<file path="src/rtl/assert_macros.svh">
// assertion macros used by the rtl top level
`ifndef ASSERT_MACROS_SVH
`define ASSERT_MACROS_SVH

// same-cycle implication, checked on every aclk edge outside reset
`define ASSERT_IMPLIES(label, ante, cons, msg) \
    label: assert property (@(posedge aclk) disable iff (!aresetn) (ante) |-> (cons)) \
        else $error(msg);

// next-cycle implication, checked on every aclk edge outside reset
`define ASSERT_NEXT(label, ante, cons, msg) \
    label: assert property (@(posedge aclk) disable iff (!aresetn) (ante) |=> (cons)) \
        else $error(msg);

`endif

</file>
<file path="src/rtl/hvps_pkg.sv">
// shared types, codes and constants of the hv relay precharge sequencer
package hvps_pkg;

    localparam int TICK_BITS_DEF = 24;
    localparam int VOLT_BITS_DEF = 16;

    localparam int STATE_W    = 3;
    localparam int WAIT_W     = 24;
    localparam int HV_LEVEL_W = 16;
    localparam int RATIO_W    = 9;
    localparam int CFG_IDX_W  = 3;
    localparam int CFG_DATA_W = 24;

    localparam logic [STATE_W-1:0] ST_OFF  = 3'd0;
    localparam logic [STATE_W-1:0] ST_IDLE = 3'd1;
    localparam logic [STATE_W-1:0] ST_PRE  = 3'd2;
    localparam logic [STATE_W-1:0] ST_ON   = 3'd3;
    localparam logic [STATE_W-1:0] ST_ERR  = 3'd4;

    localparam logic [CFG_IDX_W-1:0] REG_OFF_IDLE_WAIT       = 3'd0;
    localparam logic [CFG_IDX_W-1:0] REG_IDLE_PRECHARGE_WAIT = 3'd1;
    localparam logic [CFG_IDX_W-1:0] REG_PRECHARGE_MIN_TICKS = 3'd2;
    localparam logic [CFG_IDX_W-1:0] REG_PRECHARGE_TIMEOUT   = 3'd3;
    localparam logic [CFG_IDX_W-1:0] REG_MIN_HV_LEVEL        = 3'd4;
    localparam logic [CFG_IDX_W-1:0] REG_CHARGE_RATIO        = 3'd5;

    localparam logic [WAIT_W-1:0]     RST_OFF_IDLE_WAIT       = 24'd1000;
    localparam logic [WAIT_W-1:0]     RST_IDLE_PRECHARGE_WAIT = 24'd1000;
    localparam logic [WAIT_W-1:0]     RST_PRECHARGE_MIN_TICKS = 24'd500;
    localparam logic [WAIT_W-1:0]     RST_PRECHARGE_TIMEOUT   = 24'd5000;
    localparam logic [HV_LEVEL_W-1:0] RST_MIN_HV_LEVEL        = 16'd600;
    localparam logic [RATIO_W-1:0]    RST_CHARGE_RATIO        = 9'd230;

    typedef struct packed {
        logic [WAIT_W-1:0]     off_idle_wait;
        logic [WAIT_W-1:0]     idle_precharge_wait;
        logic [WAIT_W-1:0]     precharge_min_ticks;
        logic [WAIT_W-1:0]     precharge_timeout;
        logic [HV_LEVEL_W-1:0] min_hv_level;
        logic [RATIO_W-1:0]    charge_ratio;
    } cfg_t;

    typedef struct packed {
        logic [STATE_W-1:0] state_code;
        logic               relay_positive;
        logic               relay_negative;
        logic               relay_precharge;
        logic               error_line;
        logic               precharge_active;
        logic               hv_active;
        logic               request_pending;
    } res_t;

endpackage

</file>
<file path="src/rtl/hv_relay_precharge_sequencer.sv">
// top level of the hv relay precharge sequencer: handshakes, input and result registers
//
// Each transfer on the s_ channel is one control-timer tick carrying the interlock,
// charger, fault and request flags and the bus and pack voltages. Every tick yields
// exactly one result on the m_ channel: state code, relay drives and status flags.
// The cfg_ channel writes the six timing and threshold registers by index; writes to
// unused indexes are dropped. cfg_ready is always high.
//
// A tick lands in the input register at its transfer edge; the state machine
// evaluates it there, and its result is loaded into the result register when
// that register is free or being drained, raising m_valid. One tick per cycle
// is taken while the receiver keeps m_ready high; the rate is set by the single
// state update per cycle. When the receiver holds m_ready low, the result waits
// in the result register and one further tick can sit in the input register;
// s_ready then drops until the result is taken.
// A synchronous low aresetn empties both registers, puts the machine in off with
// the counter, request latch and flags cleared, and loads the register defaults.
`include "assert_macros.svh"

module hv_relay_precharge_sequencer #(
    parameter int TICK_BITS = hvps_pkg::TICK_BITS_DEF,
    parameter int VOLT_BITS = hvps_pkg::VOLT_BITS_DEF
) (
    input  logic                               aclk,
    input  logic                               aresetn,

    input  logic                               s_valid,
    output logic                               s_ready,
    input  logic                               s_interlock_closed,
    input  logic                               s_charger_present,
    input  logic                               s_fault,
    input  logic                               s_hv_request,
    input  logic [VOLT_BITS-1:0]               s_bus_voltage,
    input  logic [VOLT_BITS-1:0]               s_pack_voltage,

    output logic                               m_valid,
    input  logic                               m_ready,
    output logic [hvps_pkg::STATE_W-1:0]       m_state_code,
    output logic                               m_relay_positive,
    output logic                               m_relay_negative,
    output logic                               m_relay_precharge,
    output logic                               m_error_line,
    output logic                               m_precharge_active,
    output logic                               m_hv_active,
    output logic                               m_request_pending,

    input  logic                               cfg_valid,
    output logic                               cfg_ready,
    input  logic [hvps_pkg::CFG_IDX_W-1:0]     cfg_index,
    input  logic [hvps_pkg::CFG_DATA_W-1:0]    cfg_data
);

    logic                 in_valid_reg;
    logic                 ilk_reg, chg_reg, flt_reg, req_reg;
    logic [VOLT_BITS-1:0] bus_reg, pack_reg;

    logic                 out_valid_reg;
    hvps_pkg::res_t       res_reg;
    hvps_pkg::res_t       res_next;
    hvps_pkg::cfg_t       cfg;

    logic                 advance;
    logic                 s_xfer;

    // the held tick moves on when the result register is free or being drained
    assign advance   = in_valid_reg && (!out_valid_reg || m_ready);
    assign s_ready   = !in_valid_reg || advance;
    assign s_xfer    = s_valid && s_ready;
    assign cfg_ready = 1'b1;

    hvps_cfg_regs u_cfg (
        .aclk     (aclk),
        .aresetn  (aresetn),
        .wr_en    (cfg_valid && cfg_ready),
        .wr_index (cfg_index),
        .wr_data  (cfg_data),
        .cfg      (cfg)
    );

    hvps_fsm #(
        .TICK_BITS (TICK_BITS),
        .VOLT_BITS (VOLT_BITS)
    ) u_fsm (
        .aclk             (aclk),
        .aresetn          (aresetn),
        .step             (advance),
        .interlock_closed (ilk_reg),
        .charger_present  (chg_reg),
        .fault            (flt_reg),
        .hv_request       (req_reg),
        .bus_voltage      (bus_reg),
        .pack_voltage     (pack_reg),
        .cfg              (cfg),
        .res              (res_next)
    );

    always_ff @(posedge aclk) begin
        if (!aresetn) begin
            in_valid_reg  <= 1'b0;
            out_valid_reg <= 1'b0;
        end else begin
            if (s_xfer) begin
                in_valid_reg <= 1'b1;
            end else if (advance) begin
                in_valid_reg <= 1'b0;
            end
            if (advance) begin
                out_valid_reg <= 1'b1;
            end else if (m_ready) begin
                out_valid_reg <= 1'b0;
            end
        end
    end

    always_ff @(posedge aclk) begin
        if (s_xfer) begin
            ilk_reg  <= s_interlock_closed;
            chg_reg  <= s_charger_present;
            flt_reg  <= s_fault;
            req_reg  <= s_hv_request;
            bus_reg  <= s_bus_voltage;
            pack_reg <= s_pack_voltage;
        end
        if (advance) begin
            res_reg <= res_next;
        end
    end

    assign m_valid            = out_valid_reg;
    assign m_state_code       = res_reg.state_code;
    assign m_relay_positive   = res_reg.relay_positive;
    assign m_relay_negative   = res_reg.relay_negative;
    assign m_relay_precharge  = res_reg.relay_precharge;
    assign m_error_line       = res_reg.error_line;
    assign m_precharge_active = res_reg.precharge_active;
    assign m_hv_active        = res_reg.hv_active;
    assign m_request_pending  = res_reg.request_pending;

    `ASSERT_NEXT(a_error_sticky, m_valid && m_error_line, !m_valid || m_error_line, "error dropped")
    `ASSERT_IMPLIES(a_relay_excl, m_valid, !(m_relay_positive && m_relay_precharge), "relay clash")
    `ASSERT_IMPLIES(a_hv_in_on, m_valid && m_hv_active, m_state_code == hvps_pkg::ST_ON, "hv flag")
    `ASSERT_IMPLIES(a_pre_in_pre, m_valid && m_precharge_active, m_relay_precharge, "pre flag")

endmodule

</file>
<file path="src/rtl/hvps_cfg_regs.sv">
// configuration register file of the sequencer
module hvps_cfg_regs (
    input  logic                               aclk,
    input  logic                               aresetn,
    input  logic                               wr_en,
    input  logic [hvps_pkg::CFG_IDX_W-1:0]     wr_index,
    input  logic [hvps_pkg::CFG_DATA_W-1:0]    wr_data,
    output hvps_pkg::cfg_t                     cfg
);

    hvps_pkg::cfg_t cfg_reg;

    always_ff @(posedge aclk) begin
        if (!aresetn) begin
            cfg_reg.off_idle_wait       <= hvps_pkg::RST_OFF_IDLE_WAIT;
            cfg_reg.idle_precharge_wait <= hvps_pkg::RST_IDLE_PRECHARGE_WAIT;
            cfg_reg.precharge_min_ticks <= hvps_pkg::RST_PRECHARGE_MIN_TICKS;
            cfg_reg.precharge_timeout   <= hvps_pkg::RST_PRECHARGE_TIMEOUT;
            cfg_reg.min_hv_level        <= hvps_pkg::RST_MIN_HV_LEVEL;
            cfg_reg.charge_ratio        <= hvps_pkg::RST_CHARGE_RATIO;
        end else if (wr_en) begin
            unique case (wr_index)
                hvps_pkg::REG_OFF_IDLE_WAIT: begin
                    cfg_reg.off_idle_wait <= wr_data[hvps_pkg::WAIT_W-1:0];
                end
                hvps_pkg::REG_IDLE_PRECHARGE_WAIT: begin
                    cfg_reg.idle_precharge_wait <= wr_data[hvps_pkg::WAIT_W-1:0];
                end
                hvps_pkg::REG_PRECHARGE_MIN_TICKS: begin
                    cfg_reg.precharge_min_ticks <= wr_data[hvps_pkg::WAIT_W-1:0];
                end
                hvps_pkg::REG_PRECHARGE_TIMEOUT: begin
                    cfg_reg.precharge_timeout <= wr_data[hvps_pkg::WAIT_W-1:0];
                end
                hvps_pkg::REG_MIN_HV_LEVEL: begin
                    cfg_reg.min_hv_level <= wr_data[hvps_pkg::HV_LEVEL_W-1:0];
                end
                hvps_pkg::REG_CHARGE_RATIO: begin
                    cfg_reg.charge_ratio <= wr_data[hvps_pkg::RATIO_W-1:0];
                end
                default: begin
                end
            endcase
        end
    end

    assign cfg = cfg_reg;

endmodule

</file>
<file path="src/rtl/hvps_fsm.sv">
// sequencer state machine: state, tick counter, latch and flags, one tick per step
module hvps_fsm #(
    parameter int TICK_BITS = hvps_pkg::TICK_BITS_DEF,
    parameter int VOLT_BITS = hvps_pkg::VOLT_BITS_DEF
) (
    input  logic                 aclk,
    input  logic                 aresetn,
    input  logic                 step,
    input  logic                 interlock_closed,
    input  logic                 charger_present,
    input  logic                 fault,
    input  logic                 hv_request,
    input  logic [VOLT_BITS-1:0] bus_voltage,
    input  logic [VOLT_BITS-1:0] pack_voltage,
    input  hvps_pkg::cfg_t       cfg,
    output hvps_pkg::res_t       res
);

    localparam int CMP_W  = (TICK_BITS > hvps_pkg::WAIT_W) ? TICK_BITS : hvps_pkg::WAIT_W;
    localparam int LVL_W  = (VOLT_BITS > hvps_pkg::HV_LEVEL_W) ? VOLT_BITS
                                                                : hvps_pkg::HV_LEVEL_W;
    localparam int PROD_W = VOLT_BITS + hvps_pkg::RATIO_W;

    logic [hvps_pkg::STATE_W-1:0] state_reg, state_next;
    logic [TICK_BITS-1:0]         ticks_reg, ticks_next;
    logic                         latch_reg, latch_next;
    logic                         err_reg, err_next;
    logic                         pre_flag_reg, pre_flag_next;
    logic                         hv_flag_reg, hv_flag_next;

    logic [TICK_BITS-1:0] ticks_inc;
    logic                 latch_set;
    logic                 discharged;
    logic                 charged;
    logic                 t_gt_off, t_gt_idle, t_gt_min, t_gt_max;
    logic [PROD_W-1:0]    bus_scaled, pack_scaled;

    // counter saturates at all ones
    assign ticks_inc  = (&ticks_reg) ? ticks_reg : ticks_reg + TICK_BITS'(1);
    assign latch_set  = latch_reg | hv_request;
    assign discharged = LVL_W'(bus_voltage) <= LVL_W'(cfg.min_hv_level);

    assign bus_scaled  = PROD_W'(bus_voltage) << 8;
    assign pack_scaled = PROD_W'(pack_voltage) * PROD_W'(cfg.charge_ratio);
    assign charged     = bus_scaled >= pack_scaled;

    assign t_gt_off  = CMP_W'(ticks_inc) > CMP_W'(cfg.off_idle_wait);
    assign t_gt_idle = CMP_W'(ticks_inc) > CMP_W'(cfg.idle_precharge_wait);
    assign t_gt_min  = CMP_W'(ticks_inc) > CMP_W'(cfg.precharge_min_ticks);
    assign t_gt_max  = CMP_W'(ticks_inc) > CMP_W'(cfg.precharge_timeout);

    always_comb begin
        state_next    = state_reg;
        latch_next    = latch_set;
        err_next      = err_reg;
        pre_flag_next = pre_flag_reg;
        hv_flag_next  = hv_flag_reg;
        ticks_next    = ticks_inc;

        // first matching edge wins
        unique case (state_reg)
            hvps_pkg::ST_OFF: begin
                if (!charger_present && t_gt_off) begin
                    state_next = hvps_pkg::ST_IDLE;
                end
            end
            hvps_pkg::ST_IDLE: begin
                priority if (charger_present) begin
                    state_next = hvps_pkg::ST_OFF;
                end else if (discharged && interlock_closed && latch_set && t_gt_idle) begin
                    state_next = hvps_pkg::ST_PRE;
                end else if (fault) begin
                    state_next = hvps_pkg::ST_ERR;
                end else begin
                    state_next = state_reg;
                end
            end
            hvps_pkg::ST_PRE: begin
                priority if (t_gt_min && charged) begin
                    state_next = hvps_pkg::ST_ON;
                end else if ((latch_set && t_gt_idle) || !interlock_closed) begin
                    state_next = hvps_pkg::ST_IDLE;
                end else if ((discharged && t_gt_min) || t_gt_max || fault) begin
                    state_next = hvps_pkg::ST_ERR;
                end else begin
                    state_next = state_reg;
                end
            end
            hvps_pkg::ST_ON: begin
                priority if (!interlock_closed) begin
                    state_next = hvps_pkg::ST_IDLE;
                end else if (fault) begin
                    state_next = hvps_pkg::ST_ERR;
                end else begin
                    state_next = state_reg;
                end
            end
            default: begin
            end
        endcase

        if (state_next != state_reg) begin
            ticks_next = '0;
            // exit action of the old state
            unique case (state_reg)
                hvps_pkg::ST_IDLE: begin
                    latch_next = 1'b0;
                end
                hvps_pkg::ST_PRE: begin
                    pre_flag_next = 1'b0;
                    latch_next    = 1'b0;
                end
                hvps_pkg::ST_ON: begin
                    hv_flag_next = 1'b0;
                    latch_next   = 1'b0;
                end
                default: begin
                end
            endcase
            // entry action of the new state
            unique case (state_next)
                hvps_pkg::ST_OFF: begin
                    latch_next    = 1'b0;
                    pre_flag_next = 1'b0;
                    hv_flag_next  = 1'b0;
                end
                hvps_pkg::ST_PRE: begin
                    pre_flag_next = 1'b1;
                end
                hvps_pkg::ST_ON: begin
                    hv_flag_next = 1'b1;
                end
                hvps_pkg::ST_ERR: begin
                    err_next = 1'b1;
                end
                default: begin
                end
            endcase
        end else begin
            unique case (state_reg)
                hvps_pkg::ST_OFF: begin
                    latch_next    = 1'b0;
                    pre_flag_next = 1'b0;
                    hv_flag_next  = 1'b0;
                end
                hvps_pkg::ST_IDLE: begin
                    if (!interlock_closed) begin
                        latch_next = 1'b0;
                    end
                end
                hvps_pkg::ST_ERR: begin
                    pre_flag_next = 1'b0;
                    latch_next    = 1'b0;
                end
                default: begin
                end
            endcase
        end
    end

    always_ff @(posedge aclk) begin
        if (!aresetn) begin
            state_reg    <= hvps_pkg::ST_OFF;
            ticks_reg    <= '0;
            latch_reg    <= 1'b0;
            err_reg      <= 1'b0;
            pre_flag_reg <= 1'b0;
            hv_flag_reg  <= 1'b0;
        end else if (step) begin
            state_reg    <= state_next;
            ticks_reg    <= ticks_next;
            latch_reg    <= latch_next;
            err_reg      <= err_next;
            pre_flag_reg <= pre_flag_next;
            hv_flag_reg  <= hv_flag_next;
        end
    end

    always_comb begin
        res.state_code       = state_next;
        res.relay_positive   = state_next == hvps_pkg::ST_ON;
        res.relay_negative   = (state_next == hvps_pkg::ST_ON) ||
                               (state_next == hvps_pkg::ST_PRE);
        res.relay_precharge  = state_next == hvps_pkg::ST_PRE;
        res.error_line       = err_next;
        res.precharge_active = pre_flag_next;
        res.hv_active        = hv_flag_next;
        res.request_pending  = latch_next;
    end

endmodule

</file>
<file path="config.mk">
export PLATFORM = sky130hd
export DESIGN_NAME = hv_relay_precharge_sequencer
export DESIGN_NICKNAME = d
export VERILOG_FILES = /design/src/rtl/hvps_pkg.sv /design/src/rtl/hv_relay_precharge_sequencer.sv /design/src/rtl/hvps_cfg_regs.sv /design/src/rtl/hvps_fsm.sv
export VERILOG_INCLUDE_DIRS = /design/src /design/src/rtl
export SDC_FILE = /design/constraint.sdc
export NUM_CORES = 1
export LEC_CHECK = 0
export BUFFER_PORTS_ARGS = -buffer_cell sky130_fd_sc_hd__buf_2
export CORE_MARGIN = 1.5
export CORE_UTILIZATION = 40
export CTS_CLUSTER_DIAMETER = 80
export DETAILED_ROUTE_END_ITERATION = 8
export SLEW_MARGIN = 0
export SYNTH_ARGS = -nofsm -noshare
export SYNTH_HDL_FRONTEND = slang
export SYNTH_SLANG_ARGS = --single-unit
export TNS_END_PERCENT = 100
</file>
<file path="constraint.sdc">
create_clock -name aclk -period 7.9 [get_ports aclk]
set_clock_uncertainty 0.2 [all_clocks]
set_input_delay 0.79 -clock aclk [delete_from_list [all_inputs] [get_ports aclk]]
set_output_delay 0.79 -clock aclk [all_outputs]
set_load 0.03 [all_outputs]
</file>
# Word level (Yosys, flattened, before mapping)
# Index checks and enable logic that the tools add are counted.
[op_classes]
addsub = 1
mul = 1
magnitude_cmp = 6
n_eq_ne = 13
muxes = 30
n_bitwise = 1
n_reduce_logical = 33
[ops]
columns = ["op", "count"]
rows = [
  ["$gt 24x24->1", 4],
  ["$mux 24", 2],
  ["$ge 24x25->1", 1],
  ["$mul 16x9->25", 1],
  ["$add 24x1->24 const B", 1],
  ["$mux 3", 8],
  ["$reduce_and 24->1", 1],
  ["$eq 3x2->1 const B", 6],
  ["$le 16x16->1", 1],
  ["$mux 1", 16],
  ["$eq 3x3->1 const B", 4],
  ["$pmux 3 s4", 1],
  ["$reduce_and 2->1", 6],
  ["$logic_and 1x1->1", 9],
  ["$logic_not 3->1", 3],
  ["$eq 3x1->1 const B", 2],
  ["$logic_or 1x1->1", 6],
  ["$pmux 1 s2", 3],
  ["$logic_not 1->1", 4],
  ["$reduce_bool 2->1", 2],
  ["$ne 3x3->1", 1],
  ["$reduce_or 3->1", 1],
  ["$reduce_or 2->1", 1],
  ["$or 1x1->1", 1],
]
[totals]
ff_bits = 200
input_bits = 68
out_inout_bits = 13

# Depth between registers and ports, before layout
[logic_depth]
depth_word = 13
depth_mapped = 34

# Hierarchy
# Synthesis repeated with hierarchy kept, for this count alone.
[hier_totals]
cells_unflattened = 1736
area_unflattened_um2 = 16120.5
[by_module_without_submodules]
columns = ["module", "instances", "cells_each", "area_each_um2", "seq_area_each_um2"]
rows = [
  ["hvps_fsm", 1, 1239, 9935.8, 620.6],
  ["hvps_cfg_regs", 1, 440, 4688.2, 2422.3],
  ["hv_relay_precharge_sequencer", 1, 57, 1496.4, 1421.4],
]

# Worst setup path after synthesis
# Ideal clock, no wire load.
[synth_path]
path_kind = "register to register"
startpoint = "register u_cfg.cfg_reg, in the netlist u_cfg.cfg[2]"
endpoint = "register res_reg, in the netlist m_hv_active (data pin)"
t_arrival_ns = 7.111
required_ns = 7.440
slack_ns = 0.330
path_stages_with_launch = 33
period_less_slack_ns = 7.570
cell_sequence = "dfxtp_1 clkbuf_1 clkbuf_1 nand2_1 fa_1 inv_1 fa_1 inv_1 fa_1 fa_1 inv_1 ha_1 o21ai_0 o21ai_2 a31oi_2 or2b_1 a21oi_1 o21bai_1 a21o_1 a21oi_1 xor2_1 ha_1 a21o_1 a21oi_1 nor3b_1 o211ai_2 a31oi_1 nand4b_1 o21ai_1 or3_1 a21o_1 buf_4 mux2_2"
[synth_rtl]
columns = ["item", "line", "rtl"]
rows = [
  ["start: declaration", "hvps_cfg_regs.sv:11", "hvps_pkg::cfg_t cfg_reg;"],
  ["end signal: assignment", "hv_relay_precharge_sequencer.sv:125", "res_reg <= res_next;"],
  ["end: declaration", "hv_relay_precharge_sequencer.sv:58", "hvps_pkg::res_t res_reg;"],
]

# Final worst setup path
[layout_path]
startpoint = "register pack_reg[1]"
endpoint = "register u_fsm.ticks_reg[7]"
[layout_via]
elab_chain_len = 7
[layout_lines]
columns = ["item", "line", "rtl"]
rows = [
  ["start: declaration", "hv_relay_precharge_sequencer.sv:55", "logic [VOLT_BITS-1:0] bus_reg, pack_reg;"],
  ["start signal: assignment", "hv_relay_precharge_sequencer.sv:122", "pack_reg <= s_pack_voltage;"],
  ["$mul 16x9->25", "hvps_fsm.sv:44", "assign pack_scaled = PROD_W'(pack_voltage) * PROD_W'(cfg.charge_ratio);"],
  ["$ge 24x25->1", "hvps_fsm.sv:45", "assign charged = bus_scaled >= pack_scaled;"],
  ["$logic_and 1x1->1", "hvps_fsm.sv:79", "priority if (t_gt_min && charged) begin"],
  ["$mux 3", "hvps_fsm.sv:79", ""],
  ["$pmux 3 s4", "hvps_fsm.sv:61", "unique case (state_reg)"],
  ["$ne 3x3->1", "hvps_fsm.sv:102", "if (state_next != state_reg) begin"],
  ["$mux 24", "hvps_fsm.sv:102", ""],
  ["end signal: assignment", "hvps_fsm.sv:171", "ticks_reg <= ticks_next;"],
  ["end: declaration", "hvps_fsm.sv:25", "logic [TICK_BITS-1:0] ticks_reg, ticks_next;"],
]
# No other way between the ends.
# A chain may end at the register's enable or synchronous reset.

==> results_dict.tcl <==
set metrics [dict create \
    yosys_warnings 0 \
    cts_tree "yes" \
    core_um2 37580 \
    gp_congestion 0.8775 \
    layout_common_cells "349 x nand2_1, 224 x inv_1, 165 x ha_1" \
    ios 81 \
    clk_pin_slew_ps 80 \
    hp-class "register to register" \
    via_per_inst 5.222 \
    grt_max_degree 64 \
    syn2layout_area_growth_pct 12.68 \
    worstHoldStart "u_cfg.cfg[117]$_SDFFE_PN0P_" \
    period_share 0.9602 \
    layout_setup_ws_ps 314.3 \
    postCtsHoldBufs 0 \
    grt_pass1_wl_um 65090 \
    cap_violations 0 \
    layout_commonest_cell "nand2_1" \
    slowest_delay_ps 580 \
    finalSetupViolations 0 \
    drv_slew 0 \
    clkLatencyLatePin_ps 460 \
    synth.top_cell.area_share 0.2027 \
    worstPathRequired_ps 8010 \
    die_w_um 198.0 \
    antenna_found_initial 0 \
    p_leak_nw 7.428 \
    hold_depth 2 \
    power_density_nw_per_um2 225.0 \
    cpLargestDelayFamily "adder cells" \
    initial_core_util 0.4048 \
    fillers 3688 \
    num-nets-final 2200 \
    synth_seq_cells 200 \
    crit_path_start_kind "register" \
    drc_errors 0 \
    worst-path-buf-inv 2 \
    wl_per_cell_um 17.20 \
    io_buffers 79 \
    cts_root_buf "clkbuf_16" \
    timing.slew.headroom 0.2888 \
    ir_drop_mv 0.1615 \
    yosysSeqAreaShare 0.2935 \
    grt.total_usage 0.2154 \
    clock_sinks 200 \
    crit_start "pack_reg[1]$_DFFE_PP_" \
    antenna_left 0 \
    worstSetupPathType "register to register" \
    dr.pass1.iters 5 \
    netlist_instances 1784 \
    end_kind "register" \
    path_max_fanout 16 \
    run_status "finished clean" \
    grt_pass1_vias 12300 \
    synth_edf_count 46 \
    cp_slowest_cell "fa_1" \
    finalWirelength_um 40990 \
    largest_reg_flops 121 \
    overflow 0 \
    synth_fp_nets 2125 \
    fin_crit_ps 7586 \
    htree_levels 4 \
    r2r-start "pack_reg[1]$_DFFE_PP_" \
    synth.distinct_cells 78 \
    drive_above_1_share 0.1218 \
    synth_area_leaders "dfxtp_1 20%, ha_1 14%, fa_1 13%, edfxtp_1 9.1%, nand2_1 8.6%" \
    die_y_um 198.0 \
    vias 12440 \
    async_flop_share 0 \
    synth_area_um2 15210 \
    clock_path_buffers 2 \
    p_total_mw 3.857 \
    cts_made_buffers 17 \
    fmax_ghz 0.1318 \
    synth-main-ff-cell "dfxtp_1" \
    r2r_cells 29 \
    rows 71 \
    worst-endpoint-arrival_ps 7690 \
    syn_avg_cell_area_um2 8.526 \
    worst_pin_slew_ps 1060 \
    hpwl_um 30950 \
    drt_iter0_drc 655 \
    die_area_um2 39210 \
    cp.depth 29 \
    final_hold_viol_count 0 \
    num_antenna_cells 0 \
    synth_top_area_cell "dfxtp_1" \
    dp_slack_ps 11.31 \
]
synth_stat cells, drive strengths merged (11+ instances only):
library cell	instances
nand2	350
inv	227
ha	174
a21oi	160
dfxtp	154
fa	99
and2	79
clkbuf	62
nand3	54
edfxtp	46
nor2	44
o21ai	43
o211ai	39
nand4	30
xnor2	23
nor2b	18
xor2	14
nand2b	13
a21o	11
kinds of logic after synthesis:
family	Yosys count	share of synthesized area
compound gates	328	0.1341
xor+xnor	37	0.02130
fa+ha+maj	273	0.2734
buf+inv	299	0.07469
flops	200	0.2935
mux	4	0.002961
other cells	1	0.0002465
simple gates	642	0.1998
worst register-to-register path, delay by kind of cell, from the launching register on:
kind / cells / cell delay (ps)
xor gates and xnor gates: 1 / 180
and+or+nand+nor: 7 / 1460
buffers and inverters: 2 / 380
adders and majority gates: 6 / 2720
AOI/OAI and AO/OA: 13 / 2040
DFF: 1 / 450
worst paths after layout:
path | end | slack (ps)
worst max-delay path | u_fsm.ticks_reg[7]$_SDFFE_PN0P_ | 310
worst min-delay path | u_cfg.cfg[117]$_SDFFE_PN0P_ | 260
worst max register to register | u_fsm.ticks_reg[7]$_SDFFE_PN0P_ | 310
worst min register to register | u_cfg.cfg[117]$_SDFFE_PN0P_ | 260
metal layers:
layer  track usage  routed length (um)  vias to the layer above
li1              -                   -                     6098
met1        0.2685               17930                     6021
met2        0.3818               20670                      262
met3       0.03185                1467                       62
met4       0.06701                 928                        0
met5             0                   0                        -
stage by stage:
stage          cells  utilization  instance area (um2)  setup TNS [ps]  hold WS [ps]
2_1_floorplan   1784            -                15210               0         233.9
3_3_place_gp    2328       0.4303                16170               0         242.6
3_5_place_dp    2328       0.4303                16170               0         246.6
4_1_cts         2360       0.4456                16740               0         257.4
5_1_grt         2383       0.4561                17140          -15.66         270.8
6_report        2383       0.4561                17140               0         256.8
report_power, final:
| part | switching [mW] | total (mW) | internal [mW] |
|---|---|---|---|
| clock network | 0.442 | 0.883 | 0.442 |
| logic | 1.04 | 1.87 | 0.832 |
| registers | 0.0268 | 1.10 | 1.08 |
| total | 1.51 | 3.86 | 2.35 |
timing repair:
action,4_1_cts,5_1_grt
pin swaps,0,27
setup endpoints to repair,11,35
buffers inserted,0,23
resized for setup,1,53
gates cloned,0,0
final cells by class:
type | instances | area (um2) | area share
Clock buffer | 17 | 425.4 | 0.02482
Sequential cell | 200 | 4476 | 0.2611
Tap cell | 511 | 639.4 | 0.03730
Timing Repair Buffer | 127 | 764.5 | 0.04460
Inverter | 228 | 857.1 | 0.05000
Multi-Input combinational cell | 1285 | 9831 | 0.5735
Clock inverter | 15 | 147.6 | 0.008614
(Power assumes the default switching activity.)
